<file path="config.mk">
export PLATFORM = sky130hd
export DESIGN_NAME = slru_mod
export DESIGN_NICKNAME = d
export VERILOG_FILES = /design/src/slru_pkg.sv /design/src/slru_mod.sv
export SDC_FILE = /design/constraint.sdc
export NUM_CORES = 1
export LEC_CHECK = 0
export BUFFER_PORTS_ARGS = -buffer_cell sky130_fd_sc_hd__buf_2
export CAP_MARGIN = 0
export CORE_MARGIN = 3
export CORE_UTILIZATION = 35
export DETAILED_ROUTE_END_ITERATION = 8
export MAX_ROUTING_LAYER = met4
export PLACE_DENSITY = 0.8
export SYNTH_ARGS = -nofsm -noshare
export SYNTH_HDL_FRONTEND = slang
export SYNTH_SLANG_ARGS = --single-unit
</file>
<file path="constraint.sdc">
create_clock -name clk -period 3.08 [get_ports clk]
set_input_delay 0.462 -clock clk [delete_from_list [all_inputs] [get_ports clk]]
set_output_delay 0.462 -clock clk [all_outputs]
set_load 0.05 [all_outputs]
</file>
<file path="src/slru_pkg.sv">
// ----------------------------------------------------------------------------
// slru_pkg
// Shared widths, constants and sequencer state codes for the LRU cache model.
// ----------------------------------------------------------------------------
package slru_pkg;

  localparam int ADDR_W    = 31;
  localparam int CFG_W     = 2;

  // largest legal associativity code, higher codes saturate to it
  localparam logic [CFG_W-1:0] WAYS_LG_MAX = 2'd2;

  typedef enum logic [10:0] {
    S_CLEAR = 11'b000_0000_0001,
    S_IDLE  = 11'b000_0000_0010,
    S_MOD   = 11'b000_0000_0100,
    S_FILL  = 11'b000_0000_1000,
    S_FCAP  = 11'b000_0001_0000,
    S_RD    = 11'b000_0010_0000,
    S_CMP   = 11'b000_0100_0000,
    S_SRD   = 11'b000_1000_0000,
    S_SWR   = 11'b001_0000_0000,
    S_LAST  = 11'b010_0000_0000,
    S_DONE  = 11'b100_0000_0000
  } seq_state_t;

endpackage

</file>
<file path="src/slru_mod.sv">
// ----------------------------------------------------------------------------
// slru_mod
// Set index stage: remainder by a power-of-two set count, registered and valid the cycle after start.
// ----------------------------------------------------------------------------
module slru_mod #(
  parameter int DIV_W = 9
) (
  input  logic                        clk,
  input  logic                        rst_n,
  input  logic                        start,
  input  logic [slru_pkg::ADDR_W-1:0] dividend,
  input  logic [DIV_W-1:0]            divisor,
  output logic                        done,
  output logic [DIV_W-1:0]            rem
);
  import slru_pkg::*;

  logic             busy_r, busy_nxt;
  logic [DIV_W-1:0] rem_r, rem_nxt;

  always_comb begin
    busy_nxt = start;
    rem_nxt  = rem_r;
    if (start) begin
      // set count is always a power of two, so the remainder is the low bits
      rem_nxt = dividend[DIV_W-1:0] & (divisor - 1'b1);
    end
  end

  always_ff @(posedge clk) begin
    if (!rst_n) begin
      busy_r <= 1'b0;
    end else begin
      busy_r <= busy_nxt;
    end
    rem_r <= rem_nxt;
  end

  assign done = busy_r;
  assign rem  = rem_r;

endmodule

</file>
# Word level (Yosys, flattened, before mapping)
# Cells that the tools add are included.
# W data, S select, Z words.
# word_totals
mem_bits_ro	0
inputBits	43
memories	0
mem_bits_rw	0
latchBits	0
reg_bits	10
output_inout_bits	10
# classes
reduce_logical	0
order_cmp	0
bitwise	1
div	0
n_addsub	1
mul	0
n_shift	0
eq_ne	0
mux	0
# ops
cell	count
$and A9 B9 Y9	1
$sub A9 B1 Y9 const B	1

# Depth between registers and ports, before layout
# Gate-level depths: netlist of the first run.
# depth
ltp_word	2
depth_mapped	5

# Least setup slack after synthesis of the first run
# Ideal clock, no wire load.
# synth_timing
path_kind	input to register
start	in divisor[0]
end	reg rem_r[8], in the netlist rem[8] (data pin)
required_ns	2.813
t_arrival_ns	1.480
slack_ns	1.333
setup_time_ns	0.267
stages	5
cell_sequence	inv_1 -> ha_1 -> or4b_4 -> nor4_1 -> mux2i_1
# synth_via
elab_chain_cells	2
# synth_lines
item	line_no	text
start: declaration	slru_mod.sv:12	input logic [DIV_W-1:0] divisor,
$sub A9 B1 Y9	slru_mod.sv:26	rem_nxt = dividend[DIV_W-1:0] & (divisor - 1'b1);
$and A9 B9 Y9	slru_mod.sv:26	
end signal: assignment	slru_mod.sv:36	rem_r <= rem_nxt;
end: declaration	slru_mod.sv:19	logic [DIV_W-1:0] rem_r, rem_nxt;
# Every way passes these cells.
# A chain may end at the register's enable or synchronous reset.

# Worst setup path in the final report of the first run
# Same ends and word-level chain as after synthesis.

==> qor.txt, run 1 <==
================================================================================
Routed length per instance                                               12.0 µm
F_max                                                                    592 MHz
CTS hold repair buffers                                                        0
Fraction of layout cells with a size suffix above 1                        49.3%
Die Footprint                                                           1890 µm²
Wire length of the first global-routing pass                             1560 µm
DRC                                                                            0
Worst-Margin Slew                                                       0.381 ns
Mean number of vias per cell                                                5.09
Number of maximum-capacitance constraint violations                            0
Fin crit share                                                             54.8%
Net count after synthesis                                                     83
Pre-CTS worst setup slack                                                1.11 ns
Cell area after synthesis                                                493 µm²
Maximum number of pins on one net before global-route repair                  11
Avg Inst Size Synth                                                     12.6 µm²
Worst path slowest cell                                             sky130_fd_sc_hd__or4b_4
Overall routed net length                                                1040 µm
Stages on worst setup path                                                     6
Number of hold-slack violations in the final timing report                     0
Max FO, Critical Path                                                          4
GPL Wtd Cong                                                               0.814
IO Count                                                                      53
Critical path's largest stage delay                                      0.49 ns
Initial antenna violation count                                                0
Post-Route Utilization                                                     57.3%
Leading cell type in the layout, fill and taps excluded             sky130_fd_sc_hd__buf_2
Number of buffers inserted by post-CTS setup repair                            0
CTS sink count                                                                10
Cell breakdown of the critical path                                 buf_2 > inv_1 > ha_1 > or4b_4 > nor4_1 > mux2i_1
Top library cells by usage in the layout, fill and taps aside       sky130_fd_sc_hd__buf_2 (30), sky130_fd_sc_hd__edfxtp_1 (9), sky130_fd_sc_hd__inv_1 (3), sky130_fd_sc_hd__clkbuf_4 (3)
Total clock buffers created by CTS                                             3
Die Y-Extent                                                             43.5 µm
Sequential element share of the synthesized area                           58.9%
Unrepaired setup endpoints after global routing                            false
Synth unique cells                                                            18
Die outline width                                                        43.5 µm
Row Count                                                                     12
Violation count after the first detailed-route iteration                       6
Post-route cell area                                                     697 µm²
Final TNS setup                                                             0 ns
Critical path required time                                              3.09 ns
Number of non-filler instances in the completed layout                        87
Yosys warning count                                                            0
Leakage Power                                                           0.308 nW
Startpoint type of the worst setup path                               input port
Most area-hungry cell type in the Yosys netlist                     sky130_fd_sc_hd__edfxtp_1
GRT Residual Overflow                                                          0
Routed via count                                                             443
Post-cts sizing count                                                          0
TritonCTS clock tree                                                        done
Hold path cells                                                                2
Arrival time at the worst endpoint                                       1.69 ns
Crit. End Element                                                      flip-flop
Pwr/cell area                                                         515 nW/µm²
Buffer depth of the longest clock path                                         2
HPWL Detailed                                                             831 µm
Post-Syn Instances                                                            39
Total placed cells including tap cells                                        83
Worst ir drop on vdd                                                      283 µV
Root Buffer Master                                                  sky130_fd_sc_hd__clkbuf_4
Initial DRT Pass Iterations                                                    4
Diodes inserted                                                                0
Final Setup Violations                                                         0
Starting utilization of the core area                                      40.5%
Port Buffer Count                                                             30
Placeable core region                                                   1220 µm²
Number of buffers and inverters on the critical path                           2
Cell class contributing the biggest share of worst-path delay       simple AND/OR/NAND/NOR gates
Path type of the worst setup path                                   input port to flip-flop
Final worst-path setup slack                                             1.39 ns
Number of pins with negative max-slew slack in the final report                0
Largest cells by area after synthesis                               sky130_fd_sc_hd__edfxtp_1 (55%), sky130_fd_sc_hd__dfxtp_1 (4.1%), sky130_fd_sc_hd__mux2i_1 (4.1%), sky130_fd_sc_hd__a21boi_0 (3.0%), sky130_fd_sc_hd__a21boi_1 (3.0%)
Routed Antenna Nets                                                            0
Number of storage elements in the synthesis netlist                           10
Area added between synthesis and finish                                    41.4%
Path category of the worst min-delay check                          input port to flip-flop
Remaining max-slew budget at the tightest pin                              74.4%
Fraction of synthesized cell area taken by the top area cell type          54.8%
Run status                                                          complete, no violations
Total Routing Usage GR                                                     11.6%
CTS H-tree depth                                                               1
Post-place instance area                                                 661 µm²
Vias in the first global route                                               384
Clock Pin Slew Worst Setup and Hold Paths                                0.07 ns
Fin crit period                                                          1.69 ns
Final #Nets                                                                  118
================================================================================
cell type report:
class | count | area [µm²]
sequential | 10 | 290
fill | 100 | 519
tap | 14 | 17.5
timing repair buffer | 30 | 150
inverter | 3 | 11.3
multi-input combinational | 26 | 191
clock buffer | 4 | 36.3
per-stage QoR:
step           total power (W)  hold WS [ns]
3_5_place_dp          0.000246         0.672
2_1_floorplan         0.000216         0.574
3_3_place_gp          0.000244         0.672
6_report              0.000359         0.407
5_1_grt               0.000373         0.418
4_1_cts               0.000361         0.405
report_power, final:
| group | leakage [nW] | internal [W] | switching [W] |
|---|---|---|---|
| clock network | 0.0210 | 0.0000716 | 0.0000450 |
| registers | 0.0951 | 0.000160 | 0.00000224 |
| logic | 0.192 | 0.0000238 | 0.0000568 |
| total | 0.308 | 0.000255 | 0.000104 |
kinds of logic after synthesis:
kind of cell               synth area share [%]
adders and majority gates                  2.54
muxes                                      4.06
DFF                                        58.9
AOI/OAI and AO/OA                          11.2
buffers and inverters                      2.28
and+or+nand+nor                            19.3
xor gates and xnor gates                   1.78
metal layers:
layer,part of all wire [%],vias up,GRT usage [%]
li1,-,216,-
met1,38,202,12.2
met2,53,23,20.4
met3,7.9,2,2.49
met4,0.96,0,5.42
met5,0,-,-
registers in the layout (all words and copies together) (netlist names):
register	flops
rem	9
done	1
worst paths after layout:
check / from / to / slack [ns]
setup / recovery: divisor[0] / rem[8] / 1.39
hold / removal: rst_n / done / 0.41
Yosys cell counts (all sizes together):
master  n
nor2b   2
inv     3
or4b    1
a21boi  4
or3     2
o21ai   2
or4     1
edfxtp  9
nand2   2
and2    2
o31ai   2
nand2b  2
dfxtp   1
nor4    2
ha      1
mux2i   2
xor2    1
No activity file was read; power rests on OpenSTA's default activity.
==> run 2: changes to the inputs <==
CORE_UTILIZATION = 29   (was 35)
PLACE_DENSITY = 0.71   (was 0.8)
clock period = 1.4 ns   (was 3.08 ns; I/O delays follow)
==> run 2 against run 1 <==
Against the previous run:
- first-iteration DRC count grew 83%
- highest routed layer unchanged
- die area rose by 18%
- via count is 3.8% higher
- critical path type unchanged
==> qor.txt, run 2 (synthesis gave the netlist of run 1 again) <==
==============================================================================
Worst ir drop on vdd                                                    321 µV   +13%
Mean number of vias per cell                                              4.95   -2.9%
Start point of the worst hold path                                       rst_n
Worst Hold Margin                                                     0.159 ns   -0.249 ns
Vias in the first global route                                             418   +8.9%
Wire length of the first global-routing pass                           1730 µm   +11%
Arrival time at the worst endpoint                                     1.46 ns   -0.23 ns
Port Buffer Count                                                           30   unchanged
Number of maximum-capacitance constraint violations                          0   unchanged
Fraction of layout cells with a size suffix above 1                      55.8%   +6.5 points
Number of buffers inserted by post-CTS setup repair                          0   unchanged
Maximum number of pins on one net before global-route repair                11   unchanged
Routed via count                                                           460   +3.8%
IO Count                                                                    53   unchanged
CTS H-tree depth                                                             1   unchanged
Die Footprint                                                         2230 µm²   +18%
Buffer depth of the longest clock path                                       2   unchanged
Die outline width                                                      47.2 µm   +8.5%
Crit. End Element                                                    flip-flop
Diodes inserted                                                              0   unchanged
Placeable core region                                                 1560 µm²   +28%
Critical path required time                                            1.51 ns   -1.58 ns
Die Y-Extent                                                           47.2 µm   +8.5%
Hold path cells                                                              2   unchanged
Worst-Margin Slew                                                     0.297 ns   -0.0845 ns
Overall routed net length                                              1130 µm   +8.1%
Flip-flop count of the largest register after layout                         9   unchanged
Starting utilization of the core area                                    31.6%   -8.9 points
Number of pins with negative max-slew slack in the final report              0   unchanged
Worst Hold Path EP                                                        done
Initial antenna violation count                                              0   unchanged
Final Setup Violations                                                       0   unchanged
Row Count                                                                   14   +2
CTS sink count                                                              10   unchanged
Leakage Power                                                         0.323 nW   +5.2%
Post-place instance area                                               729 µm²   +10%
Startpoint type of the worst setup path                             input port
GRT Residual Overflow                                                        0   unchanged
Routed length per instance                                             12.1 µm   +1.1%
Leading cell type in the layout, fill and taps excluded           sky130_fd_sc_hd__buf_2
GPL Wtd Cong                                                             0.789   -3.1%
Number of hold-slack violations in the final timing report                   0   unchanged
Unrepaired setup endpoints after global routing                          false
Area added between synthesis and finish                                  53.8%
Max FO, Critical Path                                                        4   unchanged
Path type of the worst setup path                                 input port to flip-flop
TritonCTS clock tree                                                      done
Path category of the worst min-delay check                        input port to flip-flop
Initial DRT Pass Iterations                                                  4   unchanged
Remaining max-slew budget at the tightest pin                            80.0%   +5.7 points
DRC                                                                          0   unchanged
F_max                                                                  739 MHz
HPWL Detailed                                                           946 µm   +14%
Total Routing Usage GR                                                   11.7%   +0.062 points
Post-route cell area                                                   758 µm²   +8.8%
Fin crit share                                                           96.7%
Clock Pin Slew Worst Setup and Hold Paths                              0.07 ns   about the same
Top library cells by usage in the layout, fill and taps aside     sky130_fd_sc_hd__buf_2 (29), sky130_fd_sc_hd__edfxtp_1 (9), sky130_fd_sc_hd__buf_4 (5)
Final #Nets                                                                122   +3.4%
Total Power                                                         0.000755 W   +110%
Total clock buffers created by CTS                                           3   unchanged
Run status                                                        complete, no violations
Violation count after the first detailed-route iteration                    11   +5
Number of fill cells in the layout                                         154   +54%
Root Buffer Master                                                sky130_fd_sc_hd__clkbuf_4
Pwr/cell area                                                       996 nW/µm²   +93%
Routed Antenna Nets                                                          0   unchanged
Fin crit period                                                        1.35 ns
==============================================================================
## run 2: power by group
group          switching [W]  internal [W]  total, W
combinational       0.000134     0.0000638  0.000198
clock              0.0000919      0.000110  0.000202
sequential        0.00000405      0.000352  0.000356
total               0.000230      0.000525  0.000755
## run 2: timing repair
action                                  in CTS  in global routing
hold endpoints to repair                     0                  0
hold buffers                                 0                  0
gates resized for setup                      0                  2
endpoints found under the setup margin       0                  1
## run 2: stage by stage
step	TNS (ns)	setup WS (ns)	util [%]	cells
5_1_grt	0	0.0260	48.6	93
2_1_floorplan	-0.0282	-0.0282	-	39
4_1_cts	0	0.00359	48.5	93
6_report	0	0.0461	48.6	93
3_5_place_dp	-0.789	-0.265	46.8	89
3_3_place_gp	-0.675	-0.221	46.8	89
## run 2: worst max-delay path, cell delays in order
cell and delay [ns]:
sky130_fd_sc_hd__buf_4 0.15, sky130_fd_sc_hd__inv_12 0.05, sky130_fd_sc_hd__ha_4 0.11, sky130_fd_sc_hd__or4b_4 0.47
sky130_fd_sc_hd__or3_1 0.32, sky130_fd_sc_hd__a21boi_1 0.16
## run 2: layer usage
metal	vias to the layer above	wire, µm	GRT usage [%]	part of all wire, %
met5	-	0	-	0
met4	0	32	8.29	2.8
met3	4	91	4.21	8.1
met2	27	580	16.8	51
met1	205	422	13.1	37
li1	224	-	-	-
## run 2: cell type report
class	count	area (µm²)	share of cell area, %
sequential	10	290	38.3
clock buffer	4	26.3	3.47
timing repair buffer	34	183	24.1
multi-input combinational	26	210	27.7
tap	16	20.0	2.64
inverter	3	28.8	3.80
## run 2: worst max path at each step
stage,to,slack [ns],start,cells past startpoint
6_report,rem[6],0.05,divisor[1],6
5_1_grt,rem[6],0.03,divisor[1],6
4_1_cts,rem[6],0.004,divisor[1],6
3_5_place_dp,rem[6],-0.27,divisor[1],6
3_3_place_gp,rem[6],-0.22,divisor[1],6
2_1_floorplan,rem[6],-0.03,divisor[1],5
==> run 3: changes to the inputs <==
CTS_BUF_LIST = sky130_fd_sc_hd__clkbuf_8 sky130_fd_sc_hd__clkbuf_16   (was default)
==> run 3 against run 2 <==
Against the previous run:
- sequential power is essentially flat
- setup slack worse by 0.016 ns
- non-clock buffer count unchanged
- largest power group unchanged
- largest cell class unchanged
- critical path depth did not move
- fmax shrank 1.2%
- global-route usage grew 0.16 points
- clock power rose by 43%
- sequential share of layout area is 0.92 points lower
- critical endpoint unchanged
- via count down 1.1%
- die area did not move
- cell count is the same
- cell area up 2.5%
==> qor.txt, run 3 (synthesis gave the netlist of run 1 again) <==
==============================================================================
Diodes inserted                                                              0   unchanged
Crit. End Element                                                    flip-flop
IO Count                                                                    53   unchanged
Routed length per instance                                             12.2 µm   +0.98%
Run status                                                        complete, no violations
Port Buffer Count                                                           30   unchanged
CTS sink count                                                              10   unchanged
Clock Pin Slew Worst Setup and Hold Paths                              0.05 ns   -0.02 ns
Total Routing Usage GR                                                   11.8%   +0.16 points
Flip-flop count of the largest register after layout                         9   unchanged
Top library cells by usage in the layout, fill and taps aside     sky130_fd_sc_hd__buf_2 (29), sky130_fd_sc_hd__edfxtp_1 (9), sky130_fd_sc_hd__buf_4 (5)
Die Footprint                                                         2230 µm²   unchanged
Worst Setup EP                                                          rem[6]
Worst-Margin Slew                                                     0.301 ns   +0.00390 ns
Remaining max-slew budget at the tightest pin                            79.8%   -0.26 points
Final #Nets                                                                122   unchanged
F_max                                                                  730 MHz   -1.2%
Row Count                                                                   14   unchanged
Die Y-Extent                                                           47.2 µm   unchanged
Switching share of total power                                           28.1%   -2.4 points
Critical path required time                                            1.48 ns   -0.03 ns
Total Power                                                         0.000845 W   +12%
Fin crit period                                                        1.37 ns   +0.0164 ns
Total clock buffers created by CTS                                           3   unchanged
GPL Wtd Cong                                                             0.789   unchanged
Placeable core region                                                 1560 µm²   unchanged
Violation count after the first detailed-route iteration                    10   -1
Number of pins with negative max-slew slack in the final report              0   unchanged
Die outline width                                                      47.2 µm   unchanged
Starting utilization of the core area                                    31.6%   unchanged
Initial antenna violation count                                              0   unchanged
Mean number of vias per cell                                              4.89   -1.1%
Maximum number of pins on one net before global-route repair                11   unchanged
Overall routed net length                                              1140 µm   +0.98%
Part of the power in registers                                           42.3%   -4.8 points
Max FO, Critical Path                                                        4   unchanged
Pwr/cell area                                                      1090 nW/µm²   +9.1%
Fraction of power consumed by the clock network                          34.2%   +7.5 points
Net switching component of the power                                0.000237 W   +3.1%
Leading cell type in the layout, fill and taps excluded           sky130_fd_sc_hd__buf_2
Number of fill cells in the layout                                         153   -0.65%
Vias in the first global route                                             417   -0.24%
Fraction of layout cells with a size suffix above 1                      55.8%   unchanged
Number of hold-slack violations in the final timing report                   0   unchanged
Wire length of the first global-routing pass                           1760 µm   +2.0%
Worst ir drop on vdd                                                    328 µV   +2.3%
GRT Residual Overflow                                                        0   unchanged
Final TNS setup                                                           0 ns   unchanged
TritonCTS clock tree                                                      done
Leakage Power                                                         0.335 nW   +3.7%
CTS hold repair buffers                                                      0   unchanged
DRC                                                                          0   unchanged
Buffer depth of the longest clock path                                       2   unchanged
Internal power of the cells                                         0.000608 W   +16%
Path type of the worst setup path                                 input port to flip-flop
Path category of the worst min-delay check                        input port to flip-flop
Initial DRT Pass Iterations                                                  3   -1
Routed Antenna Nets                                                          0   unchanged
Unrepaired setup endpoints after global routing                          false
Area of the multi-input gates                                          210 µm²   unchanged
Routed via count                                                           455   -1.1%
Sequential cell area                                                   290 µm²   unchanged
Area added between synthesis and finish                                  57.6%
Fin crit share                                                           97.9%   +1.2 points
Startpoint type of the worst setup path                             input port
CTS H-tree depth                                                             1   unchanged
HPWL Detailed                                                           946 µm   unchanged
Number of maximum-capacitance constraint violations                          0   unchanged
Final Setup Violations                                                       0   unchanged
Worst Setup SP                                                      divisor[1]
Root Buffer Master                                                sky130_fd_sc_hd__clkbuf_8
Arrival time at the worst endpoint                                     1.45 ns   about the same
Part of the power in combinational logic                                 23.5%   -2.7 points
==============================================================================
[run 3: cell types whose count changed in the layout (fill, tap and decap cells not counted), sizes merged]
cell,before,now
clkbuf,4,3
inv,3,4
[run 3: final cells by class]
class                      instances  area share (%)
clock buffer                       3            5.31
multi-input combinational         26            27.1
tap                               16            2.58
clock inverter                     1           0.483
inverter                           3            3.70
timing repair buffer              34            23.5
sequential                        10            37.4
[run 3: how the worst min path moves through the flow]
stage | end | start | slack, ns | cells after the start
global route | done | rst_n | 0.18 | 2
detailed placement | done | rst_n | 0.42 | 2
CTS | done | rst_n | 0.19 | 2
finish | done | rst_n | 0.19 | 2
global placement | done | rst_n | 0.42 | 2
floorplan | rem[0] | start | 0.32 | 0
[run 3: per-stage QoR]
stage	cells	utilization, %	hold slack, ns	setup slack (ns)	cell area, µm²
2_1_floorplan	39	-	0.322	-0.0282	529
3_3_place_gp	89	46.8	0.420	-0.221	729
3_5_place_dp	89	46.8	0.421	-0.265	729
5_1_grt	93	49.8	0.185	0.00900	777
4_1_cts	93	49.8	0.188	0.0148	777
6_report	93	49.8	0.190	0.0298	777
[run 3: layer usage]
metal  vias to the layer above  part of all wire (%)  global-route usage [%]
li1                        225                     -                       -
met1                       211                    40                    12.6
met2                        19                    53                    19.5
met3                         0                   6.9                    4.21
met4                         0                     0                    4.97
met5                         -                     0                       -
[run 3: worst max-delay path, cell delays in order]
cell	delay (ns)
sky130_fd_sc_hd__buf_4	0.15
sky130_fd_sc_hd__inv_12	0.05
sky130_fd_sc_hd__ha_4	0.11
sky130_fd_sc_hd__or4b_4	0.47
sky130_fd_sc_hd__or3_1	0.32
sky130_fd_sc_hd__a21boi_1	0.14
[run 3: repair_timing]
action | in CTS | in global routing
setup buffers | 0 | 0
hold endpoints to repair | 0 | 0
pin swaps | 2 | 1
endpoints found under the setup margin | 1 | 1
resized for setup | 1 | 0
[run 3: power by group through the flow]
stage | Sequential [W] | Combinational [W] | Clock [W]
6_report | 0.000357 | 0.000198 | 0.000289
4_1_cts | 0.000357 | 0.000200 | 0.000297
3_3_place_gp | 0.000363 | 0.000195 | 0
5_1_grt | 0.000360 | 0.000213 | 0.000314
2_1_floorplan | 0.000450 | 0.0000323 | 0
3_5_place_dp | 0.000362 | 0.000198 | 0
